===== config.mk =====
export PLATFORM = sky130hd
export DESIGN_NAME = window_top_four_level_core_flat
export DESIGN_NICKNAME = d
export VERILOG_FILES = /design/src/sv/wdw_pkg.sv /design/src/sv/wdw_in_if.sv /design/src/sv/wdw_out_if.sv /design/src/sv/wdw_topk.sv /design/src/sv/window_top_four_level_core.sv /design/src/flat_wrapper.sv
export SDC_FILE = /design/constraint.sdc
export NUM_CORES = 1
export LEC_CHECK = 0
export ABC_AREA = 1
export BUFFER_PORTS_ARGS = -buffer_cell sky130_fd_sc_hd__buf_4
export CAP_MARGIN = 20
export CORE_UTILIZATION = 27
export DETAILED_ROUTE_END_ITERATION = 10
export SETUP_SLACK_MARGIN = 0.02
export SLEW_MARGIN = 20
export SYNTH_ARGS = -nofsm -noshare
export SYNTH_HDL_FRONTEND = slang
export SYNTH_HIERARCHICAL = 1
export SYNTH_SLANG_ARGS = --single-unit

===== constraint.sdc =====
create_clock -name i_clk -period 4.7 [get_ports i_clk]
set_input_delay 0.94 -clock i_clk [delete_from_list [all_inputs] [get_ports i_clk]]
set_output_delay 0.94 -clock i_clk [all_outputs]
set_load 0.1 [all_outputs]

===== src/sv/wdw_pkg.sv =====
`timescale 1ns / 1ps
`default_nettype none

package wdw_pkg;

    localparam int WINDOW_LEN = 10;
    localparam int SAMPLE_W   = 8;
    localparam int TOP_COUNT  = 4;
    localparam int TOP_LOG    = $clog2(TOP_COUNT);
    localparam int IDX_W      = $clog2(WINDOW_LEN);
    localparam int SUM_W      = SAMPLE_W + TOP_LOG;

    typedef logic [SAMPLE_W-1:0] t_sample;
    typedef logic [IDX_W-1:0]    t_idx;
    typedef logic [SUM_W-1:0]    t_sum;

    localparam t_sample RESET_FILL = t_sample'(127);
    localparam t_idx    LAST_IDX   = t_idx'(WINDOW_LEN - 1);

    typedef struct packed {
        logic clear;
        logic insert;
    } t_ins_ctrl;

endpackage

`default_nettype wire


===== src/sv/wdw_in_if.sv =====
`timescale 1ns / 1ps
`default_nettype none

interface wdw_in_if;
    logic             valid;
    logic             ready;
    wdw_pkg::t_sample sample;

    modport source (output valid, output sample, input ready);
    modport sink   (input valid, input sample, output ready);
endinterface

`default_nettype wire


===== src/sv/wdw_out_if.sv =====
`timescale 1ns / 1ps
`default_nettype none

interface wdw_out_if;
    logic             valid;
    logic             ready;
    wdw_pkg::t_sample level;

    modport source (output valid, output level, input ready);
    modport sink   (input valid, input level, output ready);
endinterface

`default_nettype wire


===== src/sv/wdw_topk.sv =====
`timescale 1ns / 1ps
`default_nettype none

module wdw_topk (
    input  wire                logic       i_clk,
    input  wdw_pkg::t_ins_ctrl i_ctrl,
    input  wdw_pkg::t_sample   i_value,
    output wdw_pkg::t_sample   o_level
);

    wdw_pkg::t_sample r_best [wdw_pkg::TOP_COUNT];
    wdw_pkg::t_sample n_best [wdw_pkg::TOP_COUNT];
    logic [wdw_pkg::TOP_COUNT-1:0] w_gt;
    wdw_pkg::t_sum w_sum;

    // one insertion step into the descending list
    always_comb begin
        for (int j = 0; j < wdw_pkg::TOP_COUNT; j++) begin
            w_gt[j] = i_value > r_best[j];
        end
        for (int j = 0; j < wdw_pkg::TOP_COUNT; j++) begin
            if (!w_gt[j]) begin
                n_best[j] = r_best[j];
            end else if (j == 0) begin
                n_best[j] = i_value;
            end else if (!w_gt[j-1]) begin
                n_best[j] = i_value;
            end else begin
                n_best[j] = r_best[j-1];
            end
        end
    end

    always_ff @(posedge i_clk) begin
        for (int j = 0; j < wdw_pkg::TOP_COUNT; j++) begin
            if (i_ctrl.clear) begin
                r_best[j] <= '0;
            end else if (i_ctrl.insert) begin
                r_best[j] <= n_best[j];
            end
        end
    end

    always_comb begin
        w_sum = '0;
        for (int j = 0; j < wdw_pkg::TOP_COUNT; j++) begin
            w_sum = w_sum + wdw_pkg::t_sum'(r_best[j]);
        end
    end

    assign o_level = w_sum[wdw_pkg::SUM_W-1:wdw_pkg::TOP_LOG];

endmodule

`default_nettype wire


===== src/sv/window_top_four_level_core.sv =====
// a taken sample starts a scan of the window; the level then waits in S_HOLD to be loaded
// a new sample is taken only in S_IDLE, after the last level was loaded; the scan drives
//   one insertion step of four comparators over the ten window slots one per cycle
// the output register holds a finished level until taken
// reset (synchronous, active low): every window slot to 127, write index to 0
`timescale 1ns / 1ps
`default_nettype none

module window_top_four_level_core (
    input  wire logic   i_clk,
    input  wire logic   i_rst_n,
    wdw_in_if.sink      i_in,
    wdw_out_if.source   o_out
);

    typedef enum logic [2:0] {
        S_IDLE = 3'b001,
        S_SCAN = 3'b010,
        S_HOLD = 3'b100
    } t_state;

    t_state r_state, n_state;
    wdw_pkg::t_sample r_win [wdw_pkg::WINDOW_LEN];
    wdw_pkg::t_idx r_wr_idx;
    wdw_pkg::t_idx r_scan_idx;
    logic r_out_valid;
    wdw_pkg::t_sample r_level;
    wdw_pkg::t_sample w_level;
    wdw_pkg::t_ins_ctrl w_ctrl;
    logic w_in_take;
    logic w_out_load;

    assign i_in.ready  = r_state == S_IDLE;
    assign w_in_take   = i_in.valid && i_in.ready;
    assign w_out_load  = (r_state == S_HOLD) && (!r_out_valid || o_out.ready);
    assign o_out.valid = r_out_valid;
    assign o_out.level = r_level;

    assign w_ctrl.clear  = w_in_take;
    assign w_ctrl.insert = r_state == S_SCAN;

    wdw_topk u_topk (
        .i_clk   (i_clk),
        .i_ctrl  (w_ctrl),
        .i_value (r_win[r_scan_idx]),
        .o_level (w_level)
    );

    always_comb begin
        n_state = r_state;
        case (r_state)
            S_IDLE: begin
                if (w_in_take) begin
                    n_state = S_SCAN;
                end
            end
            S_SCAN: begin
                if (r_scan_idx == wdw_pkg::LAST_IDX) begin
                    n_state = S_HOLD;
                end
            end
            S_HOLD: begin
                if (w_out_load) begin
                    n_state = S_IDLE;
                end
            end
            default: begin
                n_state = S_IDLE;
            end
        endcase
    end

    always_ff @(posedge i_clk) begin
        if (!i_rst_n) begin
            r_state     <= S_IDLE;
            r_wr_idx    <= '0;
            r_scan_idx  <= '0;
            r_out_valid <= 1'b0;
            for (int k = 0; k < wdw_pkg::WINDOW_LEN; k++) begin
                r_win[k] <= wdw_pkg::RESET_FILL;
            end
        end else begin
            r_state <= n_state;
            if (w_in_take) begin
                r_win[r_wr_idx] <= i_in.sample;
                r_wr_idx        <= (r_wr_idx == wdw_pkg::LAST_IDX) ? '0 : r_wr_idx + 1'b1;
                r_scan_idx      <= '0;
            end else if (r_state == S_SCAN) begin
                r_scan_idx <= r_scan_idx + 1'b1;
            end
            if (w_out_load) begin
                r_out_valid <= 1'b1;
            end else if (o_out.ready) begin
                r_out_valid <= 1'b0;
            end
        end
    end

    always_ff @(posedge i_clk) begin
        if (w_out_load) begin
            r_level <= w_level;
        end
    end

endmodule

`default_nettype wire

===== src/flat_wrapper.sv =====
// flat-port wrapper written by rule: the top's interface ports become plain ports
module window_top_four_level_core_flat 
  (i_clk, i_rst_n, i_in_valid, i_in_sample, i_in_ready, o_out_valid, o_out_level, o_out_ready);
  wdw_in_if i_in_i ();
  wdw_out_if o_out_i ();
  input  wire logic i_clk;
  input  wire logic i_rst_n;
  input wire logic [$bits(i_in_i.valid)-1:0] i_in_valid;
  input wire logic [$bits(i_in_i.sample)-1:0] i_in_sample;
  output wire logic [$bits(i_in_i.ready)-1:0] i_in_ready;
  output wire logic [$bits(o_out_i.valid)-1:0] o_out_valid;
  output wire logic [$bits(o_out_i.level)-1:0] o_out_level;
  input wire logic [$bits(o_out_i.ready)-1:0] o_out_ready;
  assign i_in_i.valid = i_in_valid;
  assign i_in_i.sample = i_in_sample;
  assign i_in_ready = i_in_i.ready;
  assign o_out_valid = o_out_i.valid;
  assign o_out_level = o_out_i.level;
  assign o_out_i.ready = o_out_ready;
  window_top_four_level_core u_core (.i_clk(i_clk), .i_rst_n(i_rst_n), .i_in(i_in_i), .o_out(o_out_i));
endmodule

# [Word level (Yosys, flattened, before mapping)]
# Memories as Yosys holds them, arrays and structs flattened. A register that Yosys moved wholly into a read port is not among the register bits.
# Index checks and enable logic that the tools add are counted.
[totals] reg_bits=20 ram_bits=112 output_inout_bits=10 n_memories=2
[mem_list] name="u_core.r_win" depth=10 width=8 read_ports=1 rd_clocked_by_memory_dff=1 write_ports=10 line_no="window_top_four_level_core.sv:23" rtl="wdw_pkg::t_sample r_win [wdw_pkg::WINDOW_LEN];"
[mem_list] name="u_core.u_topk.r_best" depth=4 width=8 read_ports=4 rd_clocked_by_memory_dff=0 write_ports=4 line_no="wdw_topk.sv:11" rtl="wdw_pkg::t_sample r_best [wdw_pkg::TOP_COUNT];"
[op_classes] add_sub_neg=5 n_lt_le_gt_ge=4 eq_ne=8 n_mux=31 bitwise=5 n_reduce_logical=8
[op_table] op="$mux W8" n=12
[op_table] op="$gt A8 B8 Y1" n=4
[op_table] op="$mux W4" n=4
[op_table] op="$mux W1" n=11
[op_table] op="$add A10 B8 Y10" n=1
[op_table] op="$add A9 B8 Y10" n=1
[op_table] op="$add A8 B8 Y9" n=1
[op_table] op="$mux W3" n=3
[op_table] op="$pmux W3 S3" n=1
[op_table] op="$add A4 B1 Y4 const B" n=2
[op_table] op="$eq A4 B4 Y1 const B" n=2
[op_table] op="$reduce_or A8 Y1" n=1
[op_table] op="$ne A2 B1 Y1 const B" n=2
[op_table] op="$or A1 B1 Y1" n=4
[op_table] op="$eq A3 B1 Y1 const B" n=1
[op_table] op="$eq A3 B2 Y1 const B" n=1
[op_table] op="$eq A3 B3 Y1 const B" n=1
[op_table] op="$reduce_and A3 Y1" n=1
[op_table] op="$logic_and A1 B1 Y1" n=2
[op_table] op="$ne A2 B2 Y1 const B" n=1
[op_table] op="$reduce_bool A2 Y1" n=1
[op_table] op="$reduce_or A2 Y1" n=1
[op_table] op="$logic_not A1 Y1" n=1
[op_table] op="$logic_or A1 B1 Y1" n=1
[op_table] op="$not A1 Y1" n=1

# [Depth between registers and ports, before layout]
[depth] depth_word=7 mapped_depth=21 ltp_nobuf=19

# [Modules after synthesis]
# Netlist, hierarchy kept.
[modules_own_cells] mod="window_top_four_level_core" n_inst=1 cells_each=727 area_each_um2=6855.3 seq_area_each_um2=4404.2
[modules_own_cells] mod="wdw_topk" n_inst=1 cells_each=376 area_each_um2=3211.8 seq_area_each_um2=960.9

# [Worst setup path after synthesis]
# OpenSTA, ideal clock, no wires.
[synth_path] path_type="register to register" from="memory u_core/u_topk/r_best[1][1] (netlist name)" to="register u_core.r_level[7] (netlist: u_core/o_out.level[7]) (data pin)" setup_time_ns=0.252 arrival_time_ns=2.487 required_ns=4.448 slack_ns=1.961 path_stages_with_launch=14 path_buffers=0 period_less_slack_ns=2.739 path_cell_list="edfxtp_1 -> inv_1 -> fa_1 -> inv_1 -> fa_1 -> nand2_1 -> nor2_1 -> fa_1 -> nand3_1 -> nand3_1 -> a21boi_0 -> o21ai_0 -> nand2_1 -> nand2_1"
[synth_lines] element="start, declared" line_no="wdw_topk.sv:11"
[synth_lines] element="end signal, assigned" line_no="window_top_four_level_core.sv:101" rtl="r_level <= w_level;"
[synth_lines] element="end, declared" line_no="window_top_four_level_core.sv:27" rtl="wdw_pkg::t_sample r_level;"

==> results.tsv <==
metric	value	unit
worst-case clock buffer depth	2	
sw frac	29.6	%
routability cong.	0.864	
Buf/Inv on CP	3	
RSZ-0062 raised after global routing	false	
die height	195	um
fmax	282	MHz
worst reg-to-reg setup slack	1150	ps
most frequent cell after synthesis	nand2_1	
Tmin final	3550	ps
core area	36600	um^2
met3 GRT Util	2.33	%
clock network power share	36.4	%
setup TNS	0	ps
io pins	22	
vias in the first global route	7108	
num rows	70	
r2r endpoint	u_core/u_topk/r_best[0][10]	
CTS resizes	0	
fillers	3829	
register share of total power	47.2	%
PD cells	350	nW/um^2
Final setup viols	0	
CP Class	flop to flop	
Residual DRC	0	
GRT busiest layer	met2	
IO buf count	21	
worst slew pin tran	1100	ps
Ys Warns	6	
Iteration-0 DRC Markers	735	
Leakage	4.53	nW
Final ANT Viol Nets	0	
synth unique cells	36	
Max VDD drop	0.340	mV
most frequent cell on the critical path	nand2_1	
layout cells sized above 1	10.4	%
Synth Register Bits	184	
CP endpoint kind	flop	
CP max stage delay	450	ps
diode count	0	
Worst Reg-to-Reg Cells	15	
Switch Pwr	1.17	mW
critical path, cell by cell	buf_4, inv_1, buf_4, nor2_1, o21ai_0, nand3_1, nand3_1, nand2_1, ha_1, nand2_1, nor2_4, nand2_1, nand2_4, nand3_1, nand2_1	
Num CTS Buffers	17	
Routed WL per cell	15.9	um
Clock Latency Late Sink	440	ps
ys flop type	edfxtp_1	
CTS Sinks	184	
first-pass iteration count of the detailed router	5	
stages on the worst setup path	15	
initial core utilization	27.5	%
Routed WL	25400	um
Post-Syn Area per Cell	9.13	um^2
initial antenna violation count	0	
total grt overflow	0	
die extent in x	195	um
CTS clk-pin slew, worst paths	70	ps
Max Cap Viol	0	
outcome	finished, final reports clean	
CP top delay family	simple AND/OR/NAND/NOR gates	
Hold Path Class	flop to flop	
CTS root buffer	clkbuf_16	
Net Count, Synth	1172	
H-tree depth	4	
final hold vios	0	
P_int	2.79	mW
dpl cells	1566	
GRT Total Usage	13.6	%
final net count	1186	
relative slew slack	26.3	%
Comb power frac	16.4	%
Finished Core Util	30.9	%
slowest CP cell	ha_1	
Vias	7429	
Synth Instances	1103	
M1 GR Usage	17.7	%
asr flop ratio synth	0	%
CP arrival	3650	ps
first-pass GRT wire length	39500	um
Seq/Total Area, Yosys	53.3	%
Netlist Area Pre-Place	10100	um^2
Via-to-Cell Ratio	4.65	
post-synth top area share	50.1	%
Die ar.	38100	um^2
clock skew	13.3	ps
DP HPWL	17900	um
final period utilization	75.5	%
Final Non-Filler Cells	1598	
largest net degree at the start of global routing	65	
post-CTS setup buffer count	0	
maximum fanout along the worst path	36	
Post-synth top cells	nand2_1 (362), edfxtp_1 (168), inv_1 (143), nand3_1 (105), nor2_1 (83)	
final slew viol count	0	
Worst setup endpoint	u_core/u_topk/r_best[0][10]	
hold_buf cts	0	
met2 GRT Util	23.0	%
CTS tree	yes	
crit path launch type	flop	
largest cells by area after synthesis	edfxtp_1 (50%), nand2_1 (13%), inv_1 (5.3%)	
Post-synth EDFFs	168	
Req. time, crit path	4810	ps
P&R area growth vs syn	12.4	%
area leader, netlist	edfxtp_1	
routing by layer:
layer / wire (um) / vias to the layer above
li1: - / 3603
met1: 11000 / 3575
met2: 12500 / 228
met3: 1470 / 23
met4: 395 / 0
met5: 0 / -
flip-flops by register name, indices dropped and copies added, names as in the netlist, named ones only:
register,cells
u_core/r_state,3
u_core/r_win,128
u_core/r_wr_idx,4
u_core/u_topk/r_best,32
u_core/o_out.valid,1
u_core/o_out.level,8
u_core/r_scan_idx,4
worst reg2reg max path, cell delays in order, from the launching register on:
cell,delay [ps]
dfxtp_1,300
buf_4,220
inv_1,190
buf_4,420
nor2_1,100
o21ai_0,120
nand3_1,110
nand3_1,90
nand2_1,350
ha_1,460
nand2_1,80
nor2_4,120
nand2_1,100
nand2_4,170
nand3_1,90
nand2_1,300
worst min path at each step:
| stage | start | end | slack (ps) | cells after the start |
|---|---|---|---|---|
| 6_report | u_core/r_scan_idx[3] | u_core/r_scan_idx[3] | 510 | 2 |
| 5_1_grt | u_core/r_scan_idx[3] | flop | 540 | 2 |
| 3_3_place_gp | u_core/r_scan_idx[3] | u_core/r_scan_idx[3] | 500 | 2 |
| 2_1_floorplan | u_core/r_scan_idx[3] | flop | 460 | 2 |
| 4_1_cts | u_core/r_scan_idx[3] | u_core/r_scan_idx[3] | 520 | 2 |
| 3_5_place_dp | u_core/r_scan_idx[3] | u_core/r_scan_idx[3] | 510 | 2 |
power groups by stage:
stage	logic [mW]	registers, mW	clock network (mW)
floorplan	0.517	1.90	0
global placement	0.637	1.90	0
detailed placement	0.652	1.90	0
CTS	0.654	1.87	1.46
global route	0.750	1.87	1.52
finish	0.650	1.87	1.44
area by class of cell:
class | count | area, um^2 | area share [%]
Timing Repair Buffer | 32 | 240 | 2.12
Inverter | 148 | 556 | 4.91
Clock inverter | 15 | 173 | 1.53
Multi-Input combinational cell | 734 | 3970 | 35.1
Tap cell | 468 | 586 | 5.18
Clock buffer | 17 | 425 | 3.76
Sequential cell | 184 | 5370 | 47.4
cell usage in the layout (no fill, tap or decap), drive strengths merged:
master      n
a31oi       1
or2         2
clkbuf     17
nor3        9
nand3     108
a21o        5
inv       157
edfxtp    168
clkinv      5
a21oi      44
nor2      105
xor2        7
nand2     371
buf        32
o21a        1
nand4       7
clkinvlp    1
o22ai       1
a21boi      1
fa         16
o21ai      13
ha         41
nor4        2
dfxtp      16
logic make-up (layout without fill, tap and decap cells):
logic type	Yosys count	in the layout	synth area share, %
AOI/OAI and AO/OA	66	66	3.48
xor gates and xnor gates	7	7	0.609
adders and majority gates	57	57	8.28
buffers and inverters	185	212	7.72
DFF	184	184	53.3
and+or+nand+nor	604	604	26.6
per-stage QoR:
step	hold slack (ps)	worst slack [ps]	power, mW	instance area (um^2)
2_1_floorplan	459	1960	2.41	10100
3_3_place_gp	498	1290	2.54	10700
3_5_place_dp	507	1260	2.56	10700
4_1_cts	518	1210	3.98	11300
5_1_grt	536	923	4.14	11300
6_report	505	1150	3.96	11300
Power figures use the tool's default switching activity.
